**src/hdl/crlfrx_pkg.sv**
```systemverilog
// ----------------------------------------------------------------------------
// CRLF line receiver package
// Types, field widths and character constants shared by the receiver modules.
// ----------------------------------------------------------------------------
package crlfrx_pkg;

   localparam int LINE_LEN_DEF = 256;
   localparam int SAVE_LEN_DEF = 80;

   localparam int CMD_W       = 3;
   localparam int REQ_TDATA_W = 16;
   localparam int RSP_TDATA_W = 24;

   localparam logic [7:0] CH_CR     = 8'h0D;
   localparam logic [7:0] CH_LF     = 8'h0A;
   localparam logic [7:0] CH_DOLLAR = 8'h24;
   localparam logic [7:0] CH_L      = 8'h4C;

   typedef enum logic [CMD_W-1:0] {
      CMD_RECV        = 3'd0,
      CMD_RESTART     = 3'd1,
      CMD_READ_LINE   = 3'd2,
      CMD_READ_SAVED  = 3'd3,
      CMD_CLEAR_SAVED = 3'd4
   } cmd_type;

   typedef enum logic [2:0] {
      ST_CLEAR,
      ST_IDLE,
      ST_EXEC,
      ST_COPY,
      ST_OUT
   } state_type;

   typedef struct packed {
      logic accept;
      logic exec;
      logic copy_run;
      logic clear_run;
      logic load_out;
   } ctrl_type;

   typedef struct packed {
      logic clear_last;
      logic copy_go;
      logic copy_last;
      logic slot_free;
   } stat_type;

endpackage

```
**src/hdl/crlf_line_receiver_core.sv**
```systemverilog
// An accepted word is executed in the EXEC state; its result is loaded into the
// result register in the OUT state once the slot is free, where the next word
// can be accepted. A CR LF ending a line that begins with '$' and has 'L' at
// position 4 adds a COPY pass that moves the line into the saved store through
// the line store read port. After reset a clearing pass zeroes both stores; no
// word is accepted until it ends. Reset is synchronous, active high.
// ----------------------------------------------------------------------------
// CRLF line receiver core
// Collects bytes into a line until CR LF and keeps a copy of matching lines.
// ----------------------------------------------------------------------------
module crlf_line_receiver_core #(
   parameter int LINE_LEN = crlfrx_pkg::LINE_LEN_DEF,
   parameter int SAVE_LEN = crlfrx_pkg::SAVE_LEN_DEF
) (
   input  logic                               clock,
   input  logic                               reset,
   input  logic                               req_tvalid,
   output logic                               req_tready,
   // rx_byte [7:0], read_index [15:8].
   input  logic [crlfrx_pkg::REQ_TDATA_W-1:0] req_tdata,
   // command [2:0].
   input  logic [crlfrx_pkg::CMD_W-1:0]       req_tuser,
   output logic                               rsp_tvalid,
   input  logic                               rsp_tready,
   // line_done [0], cr_pending [1], byte_count [9:2], read_byte [17:10],
   // saved_ready [18], zero [23:19].
   output logic [crlfrx_pkg::RSP_TDATA_W-1:0] rsp_tdata
);
   import crlfrx_pkg::*;

   ctrl_type ctl;
   stat_type stat;

   crlfrx_ctrl u_ctrl (
      .clock      (clock),
      .reset      (reset),
      .req_tvalid (req_tvalid),
      .req_tready (req_tready),
      .stat       (stat),
      .ctl        (ctl)
   );

   crlfrx_dpath #(
      .LINE_LEN (LINE_LEN),
      .SAVE_LEN (SAVE_LEN)
   ) u_dpath (
      .clock      (clock),
      .reset      (reset),
      .ctl        (ctl),
      .stat       (stat),
      .req_tdata  (req_tdata),
      .req_tuser  (req_tuser),
      .rsp_tready (rsp_tready),
      .rsp_tvalid (rsp_tvalid),
      .rsp_tdata  (rsp_tdata)
   );

endmodule

```
**src/hdl/crlfrx_ctrl.sv**
```systemverilog
// ----------------------------------------------------------------------------
// CRLF line receiver controller
// Sequences the clearing pass, word execution, saved-line copy and result load.
// ----------------------------------------------------------------------------
module crlfrx_ctrl (
   input  logic                clock,
   input  logic                reset,
   input  logic                req_tvalid,
   output logic                req_tready,
   input  crlfrx_pkg::stat_type stat,
   output crlfrx_pkg::ctrl_type ctl
);
   import crlfrx_pkg::*;

   state_type state_ff;
   state_type state_in;

   always_ff @(posedge clock) begin
      if (reset) begin
         state_ff <= ST_CLEAR;
      end else begin
         state_ff <= state_in;
      end
   end

   always_comb begin
      state_in = state_ff;
      unique case (state_ff)
         ST_CLEAR: begin
            if (stat.clear_last) state_in = ST_IDLE;
         end
         ST_IDLE: begin
            if (req_tvalid) state_in = ST_EXEC;
         end
         ST_EXEC: begin
            state_in = stat.copy_go ? ST_COPY : ST_OUT;
         end
         ST_COPY: begin
            if (stat.copy_last) state_in = ST_OUT;
         end
         ST_OUT: begin
            if (stat.slot_free) state_in = req_tvalid ? ST_EXEC : ST_IDLE;
         end
         default: state_in = ST_CLEAR;
      endcase
   end

   always_comb begin
      req_tready    = 1'b0;
      ctl           = '0;
      unique case (state_ff)
         ST_CLEAR: ctl.clear_run = 1'b1;
         ST_IDLE:  req_tready = 1'b1;
         ST_EXEC:  ctl.exec = 1'b1;
         ST_COPY:  ctl.copy_run = 1'b1;
         ST_OUT: begin
            req_tready   = stat.slot_free;
            ctl.load_out = stat.slot_free;
         end
         default: ;
      endcase
      ctl.accept = req_tvalid && req_tready;
   end

endmodule

```
**src/hdl/crlfrx_dpath.sv**
```systemverilog
// ----------------------------------------------------------------------------
// CRLF line receiver datapath
// Line and saved stores, line flags, copy and clear counters, result register.
// ----------------------------------------------------------------------------
module crlfrx_dpath #(
   parameter int LINE_LEN = crlfrx_pkg::LINE_LEN_DEF,
   parameter int SAVE_LEN = crlfrx_pkg::SAVE_LEN_DEF
) (
   input  logic                                 clock,
   input  logic                                 reset,
   input  crlfrx_pkg::ctrl_type                 ctl,
   output crlfrx_pkg::stat_type                 stat,
   input  logic [crlfrx_pkg::REQ_TDATA_W-1:0]   req_tdata,
   input  logic [crlfrx_pkg::CMD_W-1:0]         req_tuser,
   input  logic                                 rsp_tready,
   output logic                                 rsp_tvalid,
   output logic [crlfrx_pkg::RSP_TDATA_W-1:0]   rsp_tdata
);
   import crlfrx_pkg::*;

   localparam int AW     = $clog2(LINE_LEN);
   localparam int SW     = $clog2(SAVE_LEN);
   localparam int CPW    = $clog2(SAVE_LEN + 1);
   localparam int MAXLEN = (LINE_LEN > SAVE_LEN) ? LINE_LEN : SAVE_LEN;
   localparam int CLW    = $clog2(MAXLEN);

   logic [7:0] line_mem  [LINE_LEN];
   logic [7:0] saved_mem [SAVE_LEN];

   cmd_type    cmd_ff;
   logic [7:0] byte_ff;
   logic [7:0] idx_ff;

   logic [AW-1:0] count_ff, count_in;
   logic          cr_ff, cr_in;
   logic          done_ff, done_in;
   logic          saved_ff, saved_in;
   logic [7:0]    head0_ff, head0_in;
   logic [7:0]    head4_ff, head4_in;

   logic [CLW-1:0] clr_ff;
   logic [CPW-1:0] cp_ff;
   logic           wr_valid_ff;
   logic [SW-1:0]  wr_idx_ff;
   logic           wr_inline_ff;

   logic [7:0] line_rd_ff;
   logic [7:0] saved_rd_ff;

   logic                   rsp_valid_ff;
   logic [RSP_TDATA_W-1:0] rsp_data_ff;

   logic store_en, finish, cr_set, do_restart, do_clr_saved, match;
   logic line_we, saved_we;
   logic [AW-1:0] line_waddr, line_raddr;
   logic [7:0]    line_wdata, saved_wdata, rd_byte;
   logic [SW-1:0] saved_waddr;

   always_ff @(posedge clock) begin
      if (ctl.accept) begin
         cmd_ff  <= cmd_type'(req_tuser);
         byte_ff <= req_tdata[7:0];
         idx_ff  <= req_tdata[15:8];
      end
   end

   always_comb begin
      store_en     = 1'b0;
      finish       = 1'b0;
      cr_set       = 1'b0;
      do_restart   = 1'b0;
      do_clr_saved = 1'b0;
      unique case (cmd_ff)
         CMD_RECV: begin
            if (!done_ff) begin
               if (cr_ff && byte_ff == CH_LF) finish = 1'b1;
               else if (!cr_ff && byte_ff == CH_CR) cr_set = 1'b1;
               else store_en = 1'b1;
            end
         end
         CMD_RESTART:     do_restart = 1'b1;
         CMD_CLEAR_SAVED: do_clr_saved = 1'b1;
         default: ;
      endcase
   end

   assign match = (head0_ff == CH_DOLLAR) && (head4_ff == CH_L);

   always_comb begin
      count_in = count_ff;
      cr_in    = cr_ff;
      done_in  = done_ff;
      saved_in = saved_ff;
      head0_in = head0_ff;
      head4_in = head4_ff;
      if (ctl.exec) begin
         if (store_en) begin
            if (count_ff == '0) head0_in = byte_ff;
            if (count_ff == AW'(4)) head4_in = byte_ff;
            if (count_ff == AW'(LINE_LEN - 1)) begin
               count_in = '0;
               cr_in    = 1'b0;
            end else begin
               count_in = count_ff + 1'b1;
            end
         end
         if (cr_set) cr_in = 1'b1;
         if (finish) begin
            done_in = 1'b1;
            if (match) saved_in = 1'b1;
         end
         if (do_restart) begin
            count_in = '0;
            cr_in    = 1'b0;
            done_in  = 1'b0;
         end
         if (do_clr_saved) saved_in = 1'b0;
      end
   end

   always_ff @(posedge clock) begin
      if (reset) begin
         count_ff     <= '0;
         cr_ff        <= 1'b0;
         done_ff      <= 1'b0;
         saved_ff     <= 1'b0;
         head0_ff     <= '0;
         head4_ff     <= '0;
         clr_ff       <= '0;
         cp_ff        <= '0;
         wr_valid_ff  <= 1'b0;
         rsp_valid_ff <= 1'b0;
      end else begin
         count_ff <= count_in;
         cr_ff    <= cr_in;
         done_ff  <= done_in;
         saved_ff <= saved_in;
         head0_ff <= head0_in;
         head4_ff <= head4_in;
         if (ctl.clear_run) clr_ff <= clr_ff + 1'b1;
         if (ctl.exec) cp_ff <= '0;
         else if (ctl.copy_run) cp_ff <= cp_ff + 1'b1;
         wr_valid_ff <= ctl.copy_run && (int'(cp_ff) < SAVE_LEN);
         if (ctl.load_out) rsp_valid_ff <= 1'b1;
         else if (rsp_tready) rsp_valid_ff <= 1'b0;
      end
   end

   always_ff @(posedge clock) begin
      wr_idx_ff    <= SW'(cp_ff);
      wr_inline_ff <= int'(cp_ff) < LINE_LEN;
   end

   assign line_we    = (ctl.clear_run && (int'(clr_ff) < LINE_LEN)) || (ctl.exec && store_en);
   assign line_waddr = ctl.clear_run ? AW'(clr_ff) : count_ff;
   assign line_wdata = ctl.clear_run ? 8'h00 : byte_ff;
   assign line_raddr = ctl.copy_run ? AW'(cp_ff) : AW'(idx_ff);

   always_ff @(posedge clock) begin
      if (line_we) line_mem[line_waddr] <= line_wdata;
      line_rd_ff <= line_mem[line_raddr];
   end

   assign saved_we    = (ctl.clear_run && (int'(clr_ff) < SAVE_LEN)) || wr_valid_ff;
   assign saved_waddr = ctl.clear_run ? SW'(clr_ff) : wr_idx_ff;
   assign saved_wdata = (!ctl.clear_run && wr_inline_ff) ? line_rd_ff : 8'h00;

   always_ff @(posedge clock) begin
      if (saved_we) saved_mem[saved_waddr] <= saved_wdata;
      saved_rd_ff <= saved_mem[SW'(idx_ff)];
   end

   always_comb begin
      case (cmd_ff)
         CMD_READ_LINE:  rd_byte = (int'(idx_ff) < LINE_LEN) ? line_rd_ff : 8'h00;
         CMD_READ_SAVED: rd_byte = (int'(idx_ff) < SAVE_LEN) ? saved_rd_ff : 8'h00;
         default:        rd_byte = 8'h00;
      endcase
   end

   always_ff @(posedge clock) begin
      if (ctl.load_out) begin
         rsp_data_ff <= {5'b0, saved_ff, rd_byte, 8'(count_ff), cr_ff, done_ff};
      end
   end

   assign stat.clear_last = (clr_ff == CLW'(MAXLEN - 1));
   assign stat.copy_go    = finish && match;
   assign stat.copy_last  = (int'(cp_ff) == SAVE_LEN);
   assign stat.slot_free  = !rsp_valid_ff || rsp_tready;

   assign rsp_tvalid = rsp_valid_ff;
   assign rsp_tdata  = rsp_data_ff;

endmodule

```
**config.mk**
```make
export PLATFORM = sky130hd
export DESIGN_NAME = crlf_line_receiver_core
export DESIGN_NICKNAME = d
export VERILOG_FILES = /design/src/hdl/crlfrx_pkg.sv /design/src/hdl/crlf_line_receiver_core.sv /design/src/hdl/crlfrx_ctrl.sv /design/src/hdl/crlfrx_dpath.sv
export SDC_FILE = /design/constraint.sdc
export NUM_CORES = 2
export LEC_CHECK = 0
export ABC_AREA = 1
export BUFFER_PORTS_ARGS = -buffer_cell sky130_fd_sc_hd__buf_2
export CAP_MARGIN = 20
export CELL_PAD_IN_SITES_DETAIL_PLACEMENT = 0
export CELL_PAD_IN_SITES_GLOBAL_PLACEMENT = 2
export CORE_ASPECT_RATIO = 1.2
export CORE_MARGIN = 2
export CORE_UTILIZATION = 39
export CTS_CLUSTER_DIAMETER = 50
export DETAILED_ROUTE_END_ITERATION = 7
export PLACE_DENSITY_LB_ADDON = 0.2
export SLEW_MARGIN = 20
export SYNTH_ARGS = -nofsm -noshare
export SYNTH_HDL_FRONTEND = slang
export SYNTH_HIERARCHICAL = 1
export SYNTH_SLANG_ARGS = --single-unit
```
**constraint.sdc**
```tcl
create_clock -name clock -period 7.9 [get_ports clock]
set_clock_uncertainty 0.2 [all_clocks]
set_input_delay 1.58 -clock clock [delete_from_list [all_inputs] [get_ports clock]]
set_output_delay 1.58 -clock clock [all_outputs]
set_load 0.1 [all_outputs]
```
==> impl_metrics.json <==
{
  "cts.repair.resized": 0,
  "hold_class": "reg2reg",
  "cap_violations": 0,
  "wl_per_cell_um": 24.7,
  "largest_reg_flops": 2048,
  "critPathSlowestCell": "nor2_4",
  "grt_max_degree": 194,
  "relSlewSlack_pct": 22.6,
  "post_synth_inst_count": 10900,
  "dp_cells": 14500,
  "p_per_area_nw_per_um2": 330,
  "grt_pass1_vias": 76000,
  "setup.worst_path.end": "u_dpath/line_rd_ff[7]",
  "final_common_cell": "edfxtp_1",
  "critical_path.max_fanout": 132,
  "path_cells": "nand2_1 -> nor2_4 -> inv_4 -> nand2_8 -> nand2_8 -> buf_12 -> nand2_1 -> o21ai_0 -> nand2_1 -> nand3_1 -> nand3_1 -> nand3_1 -> nand3_1 -> nand3_1 -> nand3_1 -> nand2_1",
  "port_buffers": 43,
  "cts_tree": "done",
  "r2r_cells": 16,
  "place_congestion": 0.800,
  "final_cells": 15100,
  "worstMarginPinSlew_ns": 1.16,
  "final_hold_viol_count": 0,
  "crit_buf_inv": 2,
  "start_util_pct": 39.1,
  "first_pass_iters": 6,
  "fin_crit_sh_pct": 67.4,
  "via_per_inst": 5.24,
  "grt_pass1_wl_um": 538000,
  "clk_pin_slew_worst_paths_ns": 0.06,
  "top_register": "u_dpath/line_mem",
  "area_growth_pct": 12.5,
  "syn_area_per_cell_sq_um": 10.9,
  "die_h_um": 609,
  "final.min_clock_period_ns": 5.33,
  "start_kind": "flip-flop",
  "yosysSeqAreaShare_pct": 70.1,
  "hpwl_um": 211000,
  "grt_use_total_pct": 23.6,
  "status": "finished clean",
  "rrSetupSlack_ns": 2.57,
  "p_leak_nw": 51.7,
  "cp-end-kind": "flip-flop",
  "arrival_ns": 5.88,
  "cts.path.max_buffers": 4,
  "synth-edff-count": 2726,
  "critical_path_required_ns": 8.45,
  "synthArstFlopShare_pct": 0,
  "multi_input_area_sq_um": 27000,
  "post_cts.repair.setup_buffers": 0,
  "yosysWarnings": 6,
  "max_freq_ghz": 0.188,
  "vias": 79100,
  "path_delay_family": "simple AND/OR/NAND/NOR gates",
  "postCtsHoldBufs": 0,
  "syn-cell-area_sq_um": 119000,
  "rsz0062_at_grt": "false",
  "irDropWorstVdd_mv": 0.353,
  "final-setup-viol-count": 0,
  "yosysUniqueCellTypes": 40,
  "ys.flop_type": "edfxtp_1",
  "antenna_found_initial": 19,
  "io_pins": 49,
  "placementRows": 222,
  "htree_levels": 5,
  "nFillCells": 28400,
  "holdWs_ns": 0.194,
  "layout.nets": 10800,
  "cp_common_cell": "nand3_1",
  "detail-route-antenna-nets": 0,
  "drv_slew": 0,
  "cpPeakStageDelay_ns": 0.63,
  "die_w_um": 508,
  "die-area_sq_um": 309000,
  "clk_latency_ns": 0.89,
  "numCtsBuffers": 328,
  "totalWireLength_um": 373000,
  "globalRouteOverflowTotal": 0,
  "cts-root-buf": "clkbuf_16",
  "final_util_pct": 44.0,
  "final_layout_size_suffix_gt1_share_pct": 6.57,
  "cts.sinks": 2796,
  "final_cell_mix": "2726 x edfxtp_1, 2426 x nand2_1, 1827 x nand3_1",
  "route.detailed.drc": 0,
  "timing.critical_path.depth": 16,
  "drt-initial-drc-count": 7746,
  "timing.rr.start": "u_ctrl/state_ff[0]",
  "reg2reg_to": "u_dpath/line_rd_ff[7]",
  "startpoint": "u_ctrl/state_ff[0]",
  "ff_latch_area_sq_um": 83300,
  "ys_ff_latch": 2796,
  "design.core.area_sq_um": 304000,
  "crit_type": "reg2reg"
}
==> cells in the mapped netlist (3+ instances only) <==
library cell  count  area share, %
buf_4            37           0.23
inv_2             5          0.016
a31oi_1           9          0.047
clkbuf_1        176           0.56
nand3_1        1827            7.7
nand4_1          16          0.084
dfxtp_1          70            1.2
nor3_1           19          0.080
xor2_1            3          0.022
inv_1          1534            4.8
nor4_1            4          0.021
edfxtp_1       2726             69
o22ai_1          36           0.19
nand2_2           6          0.032
o221ai_1        112           0.83
a21oi_1          54           0.23
nand2_1        2443            7.7
o211ai_1         93           0.59
o32ai_1           8          0.059
ha_1              5          0.053
buf_1            41           0.13
buf_6             5          0.047
o21ai_0         445            1.9
nor2_1          797            2.5
buf_2           381            1.6
nand3b_1         49           0.31
==> cell families after synthesis <==
family,after synthesis,share of synthesized area (%)
compound gates,765,3.87
simple gates,5169,18.5
fa+ha+maj,5,0.0527
flops,2796,70.1
buf+inv,2181,7.44
other cells,1,0.00316
xor+xnor,3,0.0221
==> worst reg2reg max path: cells and delay by family (launching register included) <==
family	cells	cell delay [ns]
AO/OA/AOI/OAI	1	0.09
AND/OR/NAND/NOR	13	3.71
buffers and inverters	2	0.81
flip-flops	1	0.43
==> how the worst min path moves through the flow <==
stage	end	depth (start not counted)	slack, ns	startpoint
after floorplan	u_dpath/wr_idx_ff[6]	0	0.16	u_dpath/cp_ff[6]
after global placement	u_dpath/wr_idx_ff[1]	0	0.18	u_dpath/cp_ff[1]
after detailed placement	u_dpath/wr_idx_ff[1]	0	0.18	u_dpath/cp_ff[1]
after CTS	u_dpath/wr_idx_ff[6]	0	0.19	u_dpath/cp_ff[6]
after global routing	u_dpath/wr_idx_ff[6]	0	0.20	u_dpath/cp_ff[6]
final	u_dpath/wr_idx_ff[1]	0	0.19	u_dpath/cp_ff[1]
==> power breakdown <==
group          switching, mW  leakage, nW  internal, mW  total (mW)
Sequential             0.173         25.6          18.8        19.0
Combinational           8.20         20.8          1.77        9.97
Clock                   6.18         5.17          8.97        15.2
Total                   14.6         51.7          29.5        44.1
==> metrics by stage <==
stage	worst slack (ns)	setup TNS (ns)	total power, mW	area (sq um)
after floorplan	-0.766	-1289.30	24.9	119000
after global placement	2.58	0	29.3	123000
after detailed placement	2.55	0	29.3	123000
after CTS	2.55	0	44.5	134000
after global routing	2.36	0	45.7	134000
final	2.57	0	44.1	134000
==> routing by layer <==
metal / GRT usage [%] / vias up / share of wire (%)
li1: - / 36700 / -
met1: 32.8 / 39600 / 43
met2: 39.2 / 2369 / 48
met3: 2.96 / 464 / 5.7
met4: 6.21 / 2 / 2.5
met5: 0 / - / 0.0024
==> area by class of cell <==
class | count | share of cell area, %
inverters | 1541 | 4.35
diodes | 7 | 0.0131
repair buffers | 186 | 1.30
well taps | 4032 | 3.78
clock inverters | 179 | 1.41
clock buffers | 409 | 6.62
multi-input cells | 5947 | 20.2
flip-flops and latches | 2796 | 62.3
Note: power is estimated with default switching activity, not from simulation.
